<file path="config.mk">
export PLATFORM = sky130hd
export DESIGN_NAME = pnm_bitmap_graymap_pixmap_decoder_flat
export DESIGN_NICKNAME = d
export VERILOG_FILES = /design/src/rtl/pnm_pkg.sv /design/src/rtl/pnm_if.sv /design/src/rtl/pnm_front.sv /design/src/rtl/pnm_queue.sv /design/src/rtl/pnm_div.sv /design/src/rtl/pnm_back.sv /design/src/rtl/pnm_bitmap_graymap_pixmap_decoder.sv /design/src/flat_wrapper.sv
export SDC_FILE = /design/constraint.sdc
export NUM_CORES = 1
export LEC_CHECK = 0
export BUFFER_PORTS_ARGS = -buffer_cell sky130_fd_sc_hd__buf_2
export CAP_MARGIN = 20
export CORE_ASPECT_RATIO = 0.9
export CORE_MARGIN = 3
export CORE_UTILIZATION = 35
export CTS_CLUSTER_DIAMETER = 120
export CTS_CLUSTER_SIZE = 20
export DETAILED_ROUTE_END_ITERATION = 10
export PLACE_DENSITY = 0.54
export SLEW_MARGIN = 25
export SYNTH_ARGS = -nofsm -noshare
export SYNTH_HDL_FRONTEND = slang
export SYNTH_SLANG_ARGS = --single-unit
</file>
<file path="constraint.sdc">
create_clock -name i_clk -period 12.7 [get_ports i_clk]
set_input_delay 1.905 -clock i_clk [delete_from_list [all_inputs] [get_ports i_clk]]
set_output_delay 1.905 -clock i_clk [all_outputs]
set_load 0.03 [all_outputs]
</file>
<file path="src/rtl/pnm_pkg.sv">
// pnm_pkg: shared types and constants of the pnm decoder
// phase and sequencer enums, queue entry and result structs, character codes
// no dependencies
package pnm_pkg;

    localparam int QDEPTH = 2;
    localparam int DIVN   = 29;

    localparam logic [7:0] CH_P    = 8'h50;
    localparam logic [7:0] CH_HASH = 8'h23;
    localparam logic [7:0] CH_CR   = 8'h0D;
    localparam logic [7:0] CH_LF   = 8'h0A;
    localparam logic [7:0] CH_0    = 8'h30;
    localparam logic [7:0] CH_1    = 8'h31;
    localparam logic [7:0] CH_4    = 8'h34;
    localparam logic [7:0] CH_9    = 8'h39;

    localparam logic [1:0] FMT_P1 = 2'd0;
    localparam logic [1:0] FMT_P2 = 2'd1;
    localparam logic [1:0] FMT_P3 = 2'd2;
    localparam logic [1:0] FMT_P4 = 2'd3;

    localparam logic [2:0] E_MAGIC  = 3'd0;
    localparam logic [2:0] E_CHAR   = 3'd1;
    localparam logic [2:0] E_BIGNUM = 3'd2;
    localparam logic [2:0] E_SIZE   = 3'd3;
    localparam logic [2:0] E_MAXVAL = 3'd4;
    localparam logic [2:0] E_TRUNC  = 3'd5;

    typedef enum logic [1:0] {
        K_HDR = 2'd0,
        K_PIX = 2'd1,
        K_ERR = 2'd2
    } t_kind;

    typedef enum logic [2:0] {
        PH_WAIT_P, PH_WAIT_D, PH_HEADER, PH_AFTER_CR, PH_BODY, PH_DONE, PH_ERROR
    } t_phase;

    typedef enum logic [2:0] {
        B_IDLE, B_EXEC, B_FIN, B_DIV, B_TAIL, B_BITS
    } t_bst;

    typedef struct packed {
        logic [7:0] data;
        logic       eof;
        logic       is_digit;
        logic       is_space;
        logic       is_hash;
        logic       is_p;
        logic       is_fmt;
        logic       is_lf;
        logic       is_cr;
        logic [3:0] dval;
        logic [1:0] fmt;
    } t_item;

    typedef struct packed {
        t_kind       kind;
        logic [2:0]  err;
        logic [16:0] w;
        logic [16:0] h;
        logic [1:0]  ch;
        logic [16:0] col;
        logic [16:0] row;
        logic [7:0]  r;
        logic [7:0]  g;
        logic [7:0]  b;
    } t_res;

endpackage

</file>
<file path="src/rtl/pnm_if.sv">
// pnm_in_if and pnm_out_if: valid/ready channels of the pnm decoder
// payload widths are fixed by the file format fields
interface pnm_in_if;
    logic       valid;
    logic       ready;
    logic [7:0] data_byte;
    logic       end_of_file;
    modport source (output valid, data_byte, end_of_file, input ready);
    modport sink   (input valid, data_byte, end_of_file, output ready);
endinterface

interface pnm_out_if;
    logic        valid;
    logic        ready;
    logic [1:0]  result_kind;
    logic [2:0]  error_code;
    logic [16:0] image_width;
    logic [16:0] image_height;
    logic [1:0]  channel_count;
    logic [16:0] pixel_column;
    logic [16:0] pixel_row;
    logic [7:0]  red;
    logic [7:0]  green;
    logic [7:0]  blue;
    logic        last_result;
    modport source (output valid, result_kind, error_code, image_width, image_height,
                    channel_count, pixel_column, pixel_row, red, green, blue, last_result,
                    input ready);
    modport sink   (input valid, result_kind, error_code, image_width, image_height,
                    channel_count, pixel_column, pixel_row, red, green, blue, last_result,
                    output ready);
endinterface

</file>
<file path="src/rtl/pnm_front.sv">
// pnm_front: accepts input words and classifies each byte
// depends on pnm_pkg and pnm_in_if
module pnm_front (
    pnm_in_if.sink          i_in,
    input  logic            i_full,
    output logic            o_push,
    output pnm_pkg::t_item  o_item
);
    logic [7:0] b;

    assign b            = i_in.data_byte;
    assign i_in.ready   = !i_full;
    assign o_push       = i_in.valid && !i_full;

    always_comb begin
        o_item          = '0;
        o_item.data     = b;
        o_item.eof      = i_in.end_of_file;
        o_item.is_digit = (b >= pnm_pkg::CH_0) && (b <= pnm_pkg::CH_9);
        o_item.is_space = (b == 8'h20) || ((b >= 8'h09) && (b <= pnm_pkg::CH_CR));
        o_item.is_hash  = (b == pnm_pkg::CH_HASH);
        o_item.is_p     = (b == pnm_pkg::CH_P);
        o_item.is_fmt   = (b >= pnm_pkg::CH_1) && (b <= pnm_pkg::CH_4);
        o_item.is_lf    = (b == pnm_pkg::CH_LF);
        o_item.is_cr    = (b == pnm_pkg::CH_CR);
        o_item.dval     = 4'(b - pnm_pkg::CH_0);
        o_item.fmt      = 2'(b - pnm_pkg::CH_1);
    end
endmodule

</file>
<file path="src/rtl/pnm_queue.sv">
// pnm_queue: short queue between the classifier and the sequencer
// depends on pnm_pkg
module pnm_queue (
    input  logic           i_clk,
    input  logic           i_rst_n,
    input  logic           i_push,
    input  pnm_pkg::t_item i_item,
    output logic           o_full,
    output logic           o_valid,
    output pnm_pkg::t_item o_item,
    input  logic           i_pop
);
    localparam int PW = $clog2(pnm_pkg::QDEPTH);

    pnm_pkg::t_item r_mem [pnm_pkg::QDEPTH];
    logic [PW-1:0]  r_wp;
    logic [PW-1:0]  r_rp;
    logic [PW:0]    r_cnt;

    assign o_full  = (r_cnt == (PW+1)'(pnm_pkg::QDEPTH));
    assign o_valid = (r_cnt != '0);
    assign o_item  = r_mem[r_rp];

    always_ff @(posedge i_clk) begin
        if (!i_rst_n) begin
            r_wp  <= '0;
            r_rp  <= '0;
            r_cnt <= '0;
        end else begin
            if (i_push) r_wp <= r_wp + 1'b1;
            if (i_pop)  r_rp <= r_rp + 1'b1;
            r_cnt <= r_cnt + (PW+1)'(i_push) - (PW+1)'(i_pop);
        end
    end

    always_ff @(posedge i_clk) begin
        if (i_push) r_mem[r_wp] <= i_item;
    end
endmodule

</file>
<file path="src/rtl/pnm_div.sv">
// pnm_div: restoring divider, one quotient bit per cycle
// gives the low byte of the quotient; depends on pnm_pkg
module pnm_div (
    input  logic                     i_clk,
    input  logic                     i_rst_n,
    input  logic                     i_start,
    input  logic [pnm_pkg::DIVN-1:0] i_num,
    input  logic [7:0]               i_den,
    output logic                     o_busy,
    output logic [7:0]               o_q
);
    logic                     r_busy;
    logic [4:0]               r_cnt;
    logic [7:0]               r_rem;
    logic [7:0]               r_den;
    logic [pnm_pkg::DIVN-1:0] r_q;
    logic [8:0]               t;
    logic                     ge;

    assign t      = {r_rem, r_q[pnm_pkg::DIVN-1]};
    assign ge     = (t >= {1'b0, r_den});
    assign o_busy = r_busy;
    assign o_q    = r_q[7:0];

    always_ff @(posedge i_clk) begin
        if (!i_rst_n) begin
            r_busy <= 1'b0;
            r_cnt  <= '0;
        end else if (i_start) begin
            r_busy <= 1'b1;
            r_cnt  <= 5'(pnm_pkg::DIVN - 1);
        end else if (r_busy) begin
            r_cnt <= r_cnt - 1'b1;
            if (r_cnt == '0) r_busy <= 1'b0;
        end
    end

    always_ff @(posedge i_clk) begin
        if (i_start) begin
            r_q   <= i_num;
            r_rem <= '0;
            r_den <= i_den;
        end else if (r_busy) begin
            r_rem <= ge ? 8'(t - {1'b0, r_den}) : t[7:0];
            r_q   <= {r_q[pnm_pkg::DIVN-2:0], ge};
        end
    end
endmodule

</file>
<file path="src/rtl/pnm_back.sv">
// pnm_back: sequencer that parses header and body and produces results
// depends on pnm_pkg and pnm_div
module pnm_back #(
    parameter int MAX_DIM      = 100000,
    parameter int NUMBER_LIMIT = 1048576
) (
    input  logic           i_clk,
    input  logic           i_rst_n,
    input  logic           i_valid,
    input  pnm_pkg::t_item i_item,
    output logic           o_pop,
    output logic           o_emit,
    output logic           o_last,
    output pnm_pkg::t_res  o_res,
    input  logic           i_go
);
    pnm_pkg::t_bst   r_st, n_st;
    pnm_pkg::t_phase r_ph, n_ph;
    pnm_pkg::t_item  r_it, n_it;
    logic [1:0]  r_fmt, n_fmt, r_hfc, n_hfc, r_comp, n_comp;
    logic [16:0] r_w, n_w, r_h, n_h, r_col, n_col, r_row, n_row;
    logic [7:0]  r_max, n_max, r_hr, n_hr, r_hg, n_hg;
    logic [20:0] r_acc, n_acc;
    logic        r_innum, n_innum, r_incom, n_incom, r_washdr, n_washdr;
    logic [2:0]  r_k, n_k;

    logic        div_start, div_busy;
    logic [7:0]  div_q;
    logic        tail, pix, done, emit;
    logic [7:0]  pr, pg, pb;
    logic [24:0] acc10;
    logic [17:0] c1, r1;
    logic [7:0]  gray;

    pnm_div u_div (
        .i_clk   (i_clk),
        .i_rst_n (i_rst_n),
        .i_start (div_start && i_go),
        .i_num   ({r_acc, 8'd0} - 29'(r_acc)),
        .i_den   (r_max),
        .o_busy  (div_busy),
        .o_q     (div_q)
    );

    assign acc10 = 25'(r_acc) * 25'd10 + 25'(r_it.dval);
    assign o_emit = emit;
    assign o_last = done;

    always_comb begin
        n_st = r_st; n_ph = r_ph; n_it = r_it; n_fmt = r_fmt; n_hfc = r_hfc;
        n_comp = r_comp; n_w = r_w; n_h = r_h; n_col = r_col; n_row = r_row;
        n_max = r_max; n_hr = r_hr; n_hg = r_hg; n_acc = r_acc; n_innum = r_innum;
        n_incom = r_incom; n_washdr = r_washdr; n_k = r_k;
        div_start = 1'b0; o_pop = 1'b0; tail = 1'b0; pix = 1'b0; done = 1'b0;
        emit = 1'b0; pr = '0; pg = '0; pb = '0; o_res = '0;
        c1 = '0; r1 = '0; gray = '0;
        case (r_st)
            pnm_pkg::B_IDLE: begin
                if (i_valid) begin
                    o_pop = 1'b1;
                    n_it  = i_item;
                    n_st  = pnm_pkg::B_EXEC;
                end
            end
            pnm_pkg::B_EXEC: begin
                if (r_it.eof) begin
                    n_st = ((r_ph == pnm_pkg::PH_HEADER || r_ph == pnm_pkg::PH_BODY) && r_innum)
                         ? pnm_pkg::B_FIN : pnm_pkg::B_TAIL;
                end else begin
                    case (r_ph)
                        pnm_pkg::PH_WAIT_P: begin
                            done = 1'b1;
                            if (r_it.is_p) n_ph = pnm_pkg::PH_WAIT_D;
                            else begin
                                emit = 1'b1; o_res.kind = pnm_pkg::K_ERR;
                                o_res.err = pnm_pkg::E_MAGIC; n_ph = pnm_pkg::PH_ERROR;
                            end
                        end
                        pnm_pkg::PH_WAIT_D: begin
                            done = 1'b1;
                            if (r_it.is_fmt) begin
                                n_fmt = r_it.fmt; n_ph = pnm_pkg::PH_HEADER;
                            end else begin
                                emit = 1'b1; o_res.kind = pnm_pkg::K_ERR;
                                o_res.err = pnm_pkg::E_MAGIC; n_ph = pnm_pkg::PH_ERROR;
                            end
                        end
                        pnm_pkg::PH_HEADER, pnm_pkg::PH_AFTER_CR, pnm_pkg::PH_BODY: begin
                            if (r_ph == pnm_pkg::PH_AFTER_CR) n_ph = pnm_pkg::PH_BODY;
                            if (r_ph == pnm_pkg::PH_AFTER_CR && r_it.is_lf) done = 1'b1;
                            else if (r_ph != pnm_pkg::PH_HEADER && r_fmt == pnm_pkg::FMT_P4) begin
                                n_st = pnm_pkg::B_BITS; n_k = '0;
                            end else if (r_incom) begin
                                if (r_it.is_lf) n_incom = 1'b0;
                                done = 1'b1;
                            end else if (r_innum) begin
                                if (r_it.is_digit) begin
                                    done = 1'b1;
                                    if (acc10 > 25'(NUMBER_LIMIT)) begin
                                        emit = 1'b1; o_res.kind = pnm_pkg::K_ERR;
                                        o_res.err = pnm_pkg::E_BIGNUM; n_ph = pnm_pkg::PH_ERROR;
                                    end else n_acc = acc10[20:0];
                                end else n_st = pnm_pkg::B_FIN;
                            end else tail = 1'b1;
                        end
                        default: done = 1'b1;
                    endcase
                end
            end
            pnm_pkg::B_FIN: begin
                n_innum  = 1'b0;
                n_washdr = (r_ph == pnm_pkg::PH_HEADER);
                n_st     = pnm_pkg::B_TAIL;
                if (r_ph == pnm_pkg::PH_HEADER) begin
                    o_res.w  = r_w;
                    o_res.h  = r_h;
                    o_res.ch = (r_fmt == pnm_pkg::FMT_P3) ? 2'd3 : 2'd1;
                    if (r_hfc == 2'd2) begin
                        emit = 1'b1;
                        if (r_acc < 21'd1 || r_acc > 21'd255) begin
                            o_res = '0; o_res.kind = pnm_pkg::K_ERR;
                            o_res.err = pnm_pkg::E_MAXVAL; n_ph = pnm_pkg::PH_ERROR;
                        end else begin
                            o_res.kind = pnm_pkg::K_HDR; n_max = r_acc[7:0];
                            n_ph = pnm_pkg::PH_BODY;
                        end
                    end else if (r_acc < 21'd1 || r_acc > 21'(MAX_DIM)) begin
                        emit = 1'b1; o_res = '0; o_res.kind = pnm_pkg::K_ERR;
                        o_res.err = pnm_pkg::E_SIZE; n_ph = pnm_pkg::PH_ERROR;
                    end else if (r_hfc == 2'd0) begin
                        n_w = r_acc[16:0]; n_hfc = 2'd1;
                    end else begin
                        n_h = r_acc[16:0]; o_res.h = r_acc[16:0];
                        if (r_fmt == pnm_pkg::FMT_P1 || r_fmt == pnm_pkg::FMT_P4) begin
                            emit = 1'b1; o_res.kind = pnm_pkg::K_HDR;
                            n_ph = pnm_pkg::PH_BODY;
                        end else n_hfc = 2'd2;
                    end
                end else if (r_fmt == pnm_pkg::FMT_P1) begin
                    gray = (r_acc != '0) ? 8'd0 : 8'd255;
                    pix = 1'b1; pr = gray; pg = gray; pb = gray;
                end else begin
                    div_start = 1'b1;
                    n_st = pnm_pkg::B_DIV;
                end
            end
            pnm_pkg::B_DIV: begin
                if (!div_busy) begin
                    n_st = pnm_pkg::B_TAIL;
                    if (r_fmt == pnm_pkg::FMT_P2) begin
                        pix = 1'b1; pr = div_q; pg = div_q; pb = div_q;
                    end else if (r_comp == 2'd0) begin
                        n_hr = div_q; n_comp = 2'd1;
                    end else if (r_comp == 2'd1) begin
                        n_hg = div_q; n_comp = 2'd2;
                    end else begin
                        n_comp = 2'd0; pix = 1'b1; pr = r_hr; pg = r_hg; pb = div_q;
                    end
                end
            end
            pnm_pkg::B_TAIL: begin
                if (r_it.eof) begin
                    done = 1'b1;
                    if (r_ph != pnm_pkg::PH_DONE && r_ph != pnm_pkg::PH_ERROR) begin
                        emit = 1'b1; o_res.kind = pnm_pkg::K_ERR; o_res.err = pnm_pkg::E_TRUNC;
                    end
                    n_ph = pnm_pkg::PH_WAIT_P; n_fmt = '0; n_w = '0; n_h = '0; n_max = 8'd1;
                    n_acc = '0; n_innum = 1'b0; n_incom = 1'b0; n_hfc = '0; n_col = '0;
                    n_row = '0; n_comp = '0; n_hr = '0; n_hg = '0;
                end else if (r_ph == pnm_pkg::PH_ERROR || r_ph == pnm_pkg::PH_DONE) begin
                    done = 1'b1;
                end else if (r_washdr && r_ph == pnm_pkg::PH_BODY) begin
                    done = 1'b1;
                    if (r_it.is_cr) n_ph = pnm_pkg::PH_AFTER_CR;
                end else tail = 1'b1;
            end
            pnm_pkg::B_BITS: begin
                n_k = r_k + 1'b1;
                c1  = 18'(r_col);
                if (r_col < r_w) begin
                    emit = 1'b1;
                    gray = r_it.data[3'd7 - r_k] ? 8'd0 : 8'd255;
                    o_res.kind = pnm_pkg::K_PIX; o_res.col = r_col; o_res.row = r_row;
                    o_res.r = gray; o_res.g = gray; o_res.b = gray;
                    c1 = 18'(r_col) + 18'd1;
                    n_col = c1[16:0];
                end
                if (r_k == 3'd7) begin
                    done = 1'b1;
                    if (c1 >= 18'(r_w)) begin
                        n_col = '0;
                        r1 = 18'(r_row) + 18'd1;
                        n_row = r1[16:0];
                        if (r1[16:0] >= r_h) n_ph = pnm_pkg::PH_DONE;
                    end
                end
            end
            default: n_st = pnm_pkg::B_IDLE;
        endcase

        if (pix) begin
            emit = 1'b1;
            o_res.kind = pnm_pkg::K_PIX; o_res.col = r_col; o_res.row = r_row;
            o_res.r = pr; o_res.g = pg; o_res.b = pb;
            c1 = 18'(r_col) + 18'd1;
            if (c1 >= 18'(r_w)) begin
                n_col = '0;
                r1 = 18'(r_row) + 18'd1;
                n_row = r1[16:0];
                if (r1[16:0] >= r_h) n_ph = pnm_pkg::PH_DONE;
            end else n_col = c1[16:0];
        end

        if (tail) begin
            done = 1'b1;
            if (r_it.is_hash) n_incom = 1'b1;
            else if (r_it.is_digit) begin
                n_innum = 1'b1; n_acc = 21'(r_it.dval);
            end else if (!r_it.is_space) begin
                emit = 1'b1; o_res.kind = pnm_pkg::K_ERR; o_res.err = pnm_pkg::E_CHAR;
                n_ph = pnm_pkg::PH_ERROR;
            end
        end

        if (done) n_st = pnm_pkg::B_IDLE;
    end

    always_ff @(posedge i_clk) begin
        if (!i_rst_n) begin
            r_st <= pnm_pkg::B_IDLE; r_ph <= pnm_pkg::PH_WAIT_P; r_it <= '0;
            r_fmt <= '0; r_hfc <= '0; r_comp <= '0; r_w <= '0; r_h <= '0;
            r_col <= '0; r_row <= '0; r_max <= 8'd1; r_hr <= '0; r_hg <= '0;
            r_acc <= '0; r_innum <= 1'b0; r_incom <= 1'b0; r_washdr <= 1'b0; r_k <= '0;
        end else if (i_go) begin
            r_st <= n_st; r_ph <= n_ph; r_it <= n_it; r_fmt <= n_fmt; r_hfc <= n_hfc;
            r_comp <= n_comp; r_w <= n_w; r_h <= n_h; r_col <= n_col; r_row <= n_row;
            r_max <= n_max; r_hr <= n_hr; r_hg <= n_hg; r_acc <= n_acc;
            r_innum <= n_innum; r_incom <= n_incom; r_washdr <= n_washdr; r_k <= n_k;
        end
    end
endmodule

</file>
<file path="src/rtl/pnm_bitmap_graymap_pixmap_decoder.sv">
// pnm_bitmap_graymap_pixmap_decoder: top level of the pnm p1..p4 decoder
// depends on pnm_pkg, pnm_if, pnm_front, pnm_queue, pnm_back, pnm_div
//
// usage
//   i_in carries one file byte per word, or an end of file marker
//   o_out carries header, pixel and error results, last_result on the
//   final result of each input word
//   a classifier takes words into a two entry queue; a sequencer pops
//   one word at a time and runs it to completion
//   a p2 or p3 sample that ends on a byte also passes through the
//   bit-serial divider
//   a p4 byte gives one pixel per cycle while the receiver does not stall
//   a result reaches o_out through a holding register and the output
//   register; it stays in the holding register until the next result or
//   the end of its word
//   when the receiver stalls, the sequencer stops at its next result and
//   the queue fills, after which i_in.ready falls
//   synchronous reset returns the parser to waiting for the magic
module pnm_bitmap_graymap_pixmap_decoder #(
    parameter int MAX_DIM      = 100000,
    parameter int NUMBER_LIMIT = 1048576
) (
    input  logic        i_clk,
    input  logic        i_rst_n,
    pnm_in_if.sink      i_in,
    pnm_out_if.source   o_out
);
    logic           push, full, q_valid, pop, emit, last_in, go, out_free, move;
    logic           pend_last_eff;
    pnm_pkg::t_item f_item, q_item;
    pnm_pkg::t_res  b_res, r_pend, r_out;
    logic           r_pend_v, r_pend_last, r_out_v, r_out_last;

    pnm_front u_front (.i_in(i_in), .i_full(full), .o_push(push), .o_item(f_item));

    pnm_queue u_queue (
        .i_clk(i_clk), .i_rst_n(i_rst_n), .i_push(push), .i_item(f_item),
        .o_full(full), .o_valid(q_valid), .o_item(q_item), .i_pop(pop && go)
    );

    pnm_back #(.MAX_DIM(MAX_DIM), .NUMBER_LIMIT(NUMBER_LIMIT)) u_back (
        .i_clk(i_clk), .i_rst_n(i_rst_n), .i_valid(q_valid), .i_item(q_item),
        .o_pop(pop), .o_emit(emit), .o_last(last_in), .o_res(b_res), .i_go(go)
    );

    assign out_free      = !r_out_v || o_out.ready;
    assign pend_last_eff = r_pend_last || (last_in && !emit);
    assign move          = r_pend_v && out_free && (emit || pend_last_eff);
    assign go            = !(emit && r_pend_v && !out_free);

    always_ff @(posedge i_clk) begin
        if (!i_rst_n) begin
            r_pend_v    <= 1'b0;
            r_pend_last <= 1'b0;
            r_out_v     <= 1'b0;
        end else begin
            if (move) r_out_v <= 1'b1;
            else if (o_out.ready) r_out_v <= 1'b0;
            if (go && emit) begin
                r_pend_v    <= 1'b1;
                r_pend_last <= last_in;
            end else if (move) r_pend_v <= 1'b0;
            else if (last_in && !emit && r_pend_v) r_pend_last <= 1'b1;
        end
    end

    always_ff @(posedge i_clk) begin
        if (go && emit) r_pend <= b_res;
        if (move) begin
            r_out      <= r_pend;
            r_out_last <= pend_last_eff;
        end
    end

    assign o_out.valid         = r_out_v;
    assign o_out.result_kind   = r_out.kind;
    assign o_out.error_code    = r_out.err;
    assign o_out.image_width   = r_out.w;
    assign o_out.image_height  = r_out.h;
    assign o_out.channel_count = r_out.ch;
    assign o_out.pixel_column  = r_out.col;
    assign o_out.pixel_row     = r_out.row;
    assign o_out.red           = r_out.r;
    assign o_out.green         = r_out.g;
    assign o_out.blue          = r_out.b;
    assign o_out.last_result   = r_out_last;
endmodule

</file>
<file path="src/flat_wrapper.sv">
// flat-port wrapper written by rule: the top's interface ports become plain ports
module pnm_bitmap_graymap_pixmap_decoder_flat 
#(
    parameter int MAX_DIM      = 100000,
    parameter int NUMBER_LIMIT = 1048576
)
  (i_clk, i_rst_n, i_in_valid, i_in_data_byte, i_in_end_of_file, i_in_ready, o_out_valid, o_out_result_kind, o_out_error_code, o_out_image_width, o_out_image_height, o_out_channel_count, o_out_pixel_column, o_out_pixel_row, o_out_red, o_out_green, o_out_blue, o_out_last_result, o_out_ready);
  pnm_in_if i_in_i ();
  pnm_out_if o_out_i ();
  input  logic i_clk;
  input  logic i_rst_n;
  input wire logic [$bits(i_in_i.valid)-1:0] i_in_valid;
  input wire logic [$bits(i_in_i.data_byte)-1:0] i_in_data_byte;
  input wire logic [$bits(i_in_i.end_of_file)-1:0] i_in_end_of_file;
  output wire logic [$bits(i_in_i.ready)-1:0] i_in_ready;
  output wire logic [$bits(o_out_i.valid)-1:0] o_out_valid;
  output wire logic [$bits(o_out_i.result_kind)-1:0] o_out_result_kind;
  output wire logic [$bits(o_out_i.error_code)-1:0] o_out_error_code;
  output wire logic [$bits(o_out_i.image_width)-1:0] o_out_image_width;
  output wire logic [$bits(o_out_i.image_height)-1:0] o_out_image_height;
  output wire logic [$bits(o_out_i.channel_count)-1:0] o_out_channel_count;
  output wire logic [$bits(o_out_i.pixel_column)-1:0] o_out_pixel_column;
  output wire logic [$bits(o_out_i.pixel_row)-1:0] o_out_pixel_row;
  output wire logic [$bits(o_out_i.red)-1:0] o_out_red;
  output wire logic [$bits(o_out_i.green)-1:0] o_out_green;
  output wire logic [$bits(o_out_i.blue)-1:0] o_out_blue;
  output wire logic [$bits(o_out_i.last_result)-1:0] o_out_last_result;
  input wire logic [$bits(o_out_i.ready)-1:0] o_out_ready;
  assign i_in_i.valid = i_in_valid;
  assign i_in_i.data_byte = i_in_data_byte;
  assign i_in_i.end_of_file = i_in_end_of_file;
  assign i_in_ready = i_in_i.ready;
  assign o_out_valid = o_out_i.valid;
  assign o_out_result_kind = o_out_i.result_kind;
  assign o_out_error_code = o_out_i.error_code;
  assign o_out_image_width = o_out_i.image_width;
  assign o_out_image_height = o_out_i.image_height;
  assign o_out_channel_count = o_out_i.channel_count;
  assign o_out_pixel_column = o_out_i.pixel_column;
  assign o_out_pixel_row = o_out_i.pixel_row;
  assign o_out_red = o_out_i.red;
  assign o_out_green = o_out_i.green;
  assign o_out_blue = o_out_i.blue;
  assign o_out_last_result = o_out_i.last_result;
  assign o_out_i.ready = o_out_ready;
  pnm_bitmap_graymap_pixmap_decoder #(.MAX_DIM(MAX_DIM), .NUMBER_LIMIT(NUMBER_LIMIT)) u_core (.i_clk(i_clk), .i_rst_n(i_rst_n), .i_in(i_in_i), .o_out(o_out_i));
endmodule
</file>
==> out/metrics.cfg <==
[status]
run_status = finished, final reports clean

[logic_synthesis]
synth_ff_type = edfxtp_1
synth.top_cell.area_share = 0.353
syn_area_mm2 = 0.0231
syn_nets = 2371
synth_largest_area_cell = edfxtp_1
seq_area_frac_synth = 0.500
synth-edff-count = 272
synthCells = 2206
ys_async_sr_fraction = 0
yosysWarnings = 0
synth.area.top_cells = edfxtp_1 (35%), dfxtp_1 (15%), ha_1 (8.1%)
ys_seq_elements = 442
synth_cell_types = 88
syn_area_per_cell_um2 = 10.5

[run]
maxCapViolCount = 0

[clock_tree]
clkTransAtPathRegs_ns = 0.10
cts_resized = 0
postCtsSetupBuffers = 0
holdBufCountCts = 0
cts_tree = built
h-tree-depth = 1
cts-buffers-inserted = 26
ctsRootBufferMaster = clkbuf_16
clock-sinks = 442
clockBufferDepth = 3
clkLatencyLatePin_ns = 0.60

[setup_path]
worst-path-buf-inv = 3
crit_cells = 18
worst_setup_path_start_kind = flop
critPathMaxStageDelay_ns = 0.71
worstSetupEndpointType = flop
r2r-start = u_core.u_back.r_acc[2]
cp_data_arrival_time_ns = 6.63
critPathKind = flop to flop
cp_max_fo = 73
crit_start = u_core.u_back.r_acc[2]
path_cells = ha_1 > ha_1 > inv_1 > fa_1 > nand2b_1 > a21oi_1 > o21a_1 > xnor2_1 > nor4_2 > a41oi_1 > a311oi_1 > and4bb_2 > o211ai_4 > a21oi_1 > a21boi_0 > nor2b_4 > buf_4 > buf_4
critPathCapture = u_core.o_out.red[7]
r2r_setup_slack_ns = 6.27
r2r_cells = 18
crit_family = compound AO/OA/AOI/OAI gates
reg2reg_to = u_core.o_out.red[7]
crit_path_top_delay_cell = buf_4
required_ns = 12.90

[floorplan]
dieArea_mm2 = 0.0692
start_util = 0.357
rows = 88
core_mm2 = 0.0647
die_height_um = 250
pin_count = 115
fp.dieW_um = 277

[routing]
finalWirelength_mm = 63.0
vias = 17100
antenna_left = 0
drc = 0
first_iter_violations = 1540
vias_per_cell = 5.43
wl_per_cell_um = 20.0
first_pass_iters = 5

[grt]
grt_max_degree = 90
grt_pass1_wl_mm = 97.0
track_usage = 0.175
grt_pass1_vias = 16400
grt.overflow.total = 0
antenna_found_initial = 1

[timing]
skew_ns = 0.0332
slew_headroom = 0.312
setup_violations = 0
fmax_mhz = 156
slew_violations = 0
finalHoldViolations = 0
final.setup.tns_ns = 0
min_period_over_period = 0.506
finalCriticalPeriod_ns = 6.43
rsz0062_at_grt = no
fin_ws_ns = 6.27
worst_pin_slew_ns = 1.03

[power]
power_density_mw_per_mm2 = 185
ir_drop_mv = 0.140
p_leak_nw = 9.64

[min_path]
hold_path.class = flop to flop

[layout]
n_fill_cell = 6391
drive_gt1_frac = 0.101
final_nets = 2433
finalNonFillerCells = 3144
final_cell_area_mm2 = 0.0254
regArea_mm2 = 0.0116
multiInputGateArea_mm2 = 0.0108
synthToLayoutAreaGrowth_pct = 9.80

[placement]
dp_hpwl_mm = 45.9
post-place-ws_ns = 6.27
placed_area_mm2 = 0.0246
dp_cells = 3094
placement.io_buffers = 114
gp_congestion = 0.910

==> registers in the layout (all words and copies together), names as in the netlist, 18 cells and up <==
register / cells
u_core.u_back.u_div.r_q: 29
u_core.u_back.r_it: 18
u_core.r_pend: 99
u_core.u_back.r_acc: 21
u_core.u_queue.r_mem: 36
==> cells in the mapped netlist, drive strengths merged, types with 10 or more instances <==
library cell,number
xor2,48
nor2,156
nand4,25
dfxtp,170
o31ai,11
a22oi,19
o21ai,107
nor3,52
a32oi,18
ha,149
inv,96
o221a,10
clkbuf,88
buf,22
nand3,70
nand2,203
a22o,37
xnor2,62
edfxtp,272
or3,11
nor2b,27
mux2i,77
a211oi,49
nand2b,21
o211ai,12
and2,48
o21a,25
a21o,38
a31oi,13
a32o,11
a21oi,119
and3,15
nor4,20
==> report_power, final <==
part / internal [mW] / leakage, nW / switching [mW] / total [mW]
combinational: 0.532 / 5.36 / 1.09 / 1.62
clock: 0.394 / 0.361 / 0.487 / 0.880
sequential: 1.98 / 3.92 / 0.204 / 2.18
total: 2.90 / 9.64 / 1.78 / 4.68
==> layer usage <==
metal	GRT usage	wire length, um
met5	0	0
met4	0.0489	1810
met3	0.0282	3470
met2	0.268	27200
met1	0.256	30500
==> per-stage QoR <==
step / total power, mW / hold slack (ns) / utilization
4_1_cts: 4.72 / 0.418 / 0.392
3_3_place_gp: 3.80 / 0.406 / 0.380
3_5_place_dp: 3.84 / 0.405 / 0.380
5_1_grt: 4.98 / 0.430 / 0.392
2_1_floorplan: 3.35 / 0.400 / -
6_report: 4.68 / 0.415 / 0.392
==> cells in the final DEF, fill, tap and decap left out, types with 7 or more instances in the layout <==
cell type	n
a211oi_1	48
a21o_1	38
a21oi_1	117
a22o_1	37
a22oi_1	19
a31oi_1	13
a32o_1	11
a32oi_1	17
and2_1	46
and3_1	15
buf_2	113
buf_4	31
clkbuf_1	19
clkbuf_16	26
dfxtp_1	169
edfxtp_1	272
ha_1	148
inv_1	93
mux2i_1	77
nand2_1	202
nand2b_1	21
nand3_1	70
nand4_1	25
nor2_1	153
nor2b_1	26
nor3_1	51
nor3b_1	9
nor4_1	16
o211ai_1	11
o21a_1	24
o21ai_0	97
o21ai_1	8
o221a_2	10
o22ai_1	8
o31ai_1	8
or2_2	7
or3_1	10
xnor2_1	62
xor2_1	47
==> area by class of cell <==
type,count,share of cell area
flip-flops and latches,442,0.456
multi-input cells,1558,0.426
well taps,855,0.0421
repair buffers,144,0.0314
clock buffers,45,0.0284
inverters,96,0.0142
clock inverters,3,0.00153
diodes,1,0.0000986
==> logic make-up (layout without fill, tap and decap cells) <==
group | Yosys count | after routing | synth area share
mux | 79 | 79 | 0.0353
simple gates | 682 | 682 | 0.145
flops | 442 | 442 | 0.500
fa+ha+maj | 152 | 152 | 0.0832
compound gates | 535 | 535 | 0.160
xor+xnor | 110 | 110 | 0.0420
other cells | 0 | 1 | 0
buf+inv | 206 | 288 | 0.0345
==> worst min path at each step <==
stage | start | endpoint | depth (start not counted)
2_1_floorplan | u_core.r_pend[0] | u_core.o_out.blue[0] | 0
4_1_cts | u_core.r_pend[63] | u_core.o_out.image_height[3] | 0
5_1_grt | u_core.r_pend[68] | u_core.o_out.image_height[8] | 0
3_5_place_dp | u_core.r_pend[4] | u_core.o_out.blue[4] | 0
6_report | u_core.r_pend[88] | u_core.o_out.image_width[11] | 0
3_3_place_gp | u_core.r_pend[53] | u_core.o_out.pixel_column[12] | 0
==> worst reg2reg max path: stages (launching register included) <==
cell      delay, ns
dfxtp_1        0.68
ha_1           0.25
ha_1           0.19
inv_1          0.06
fa_1           0.44
nand2b_1       0.19
a21oi_1        0.33
o21a_1         0.20
xnor2_1        0.17
nor4_2         0.56
a41oi_1        0.22
a311oi_1       0.33
and4bb_2       0.30
o211ai_4       0.18
a21oi_1        0.29
a21boi_0       0.33
nor2b_4        0.19
buf_4          0.34
buf_4          0.72
Power figures use the tool's default switching activity.
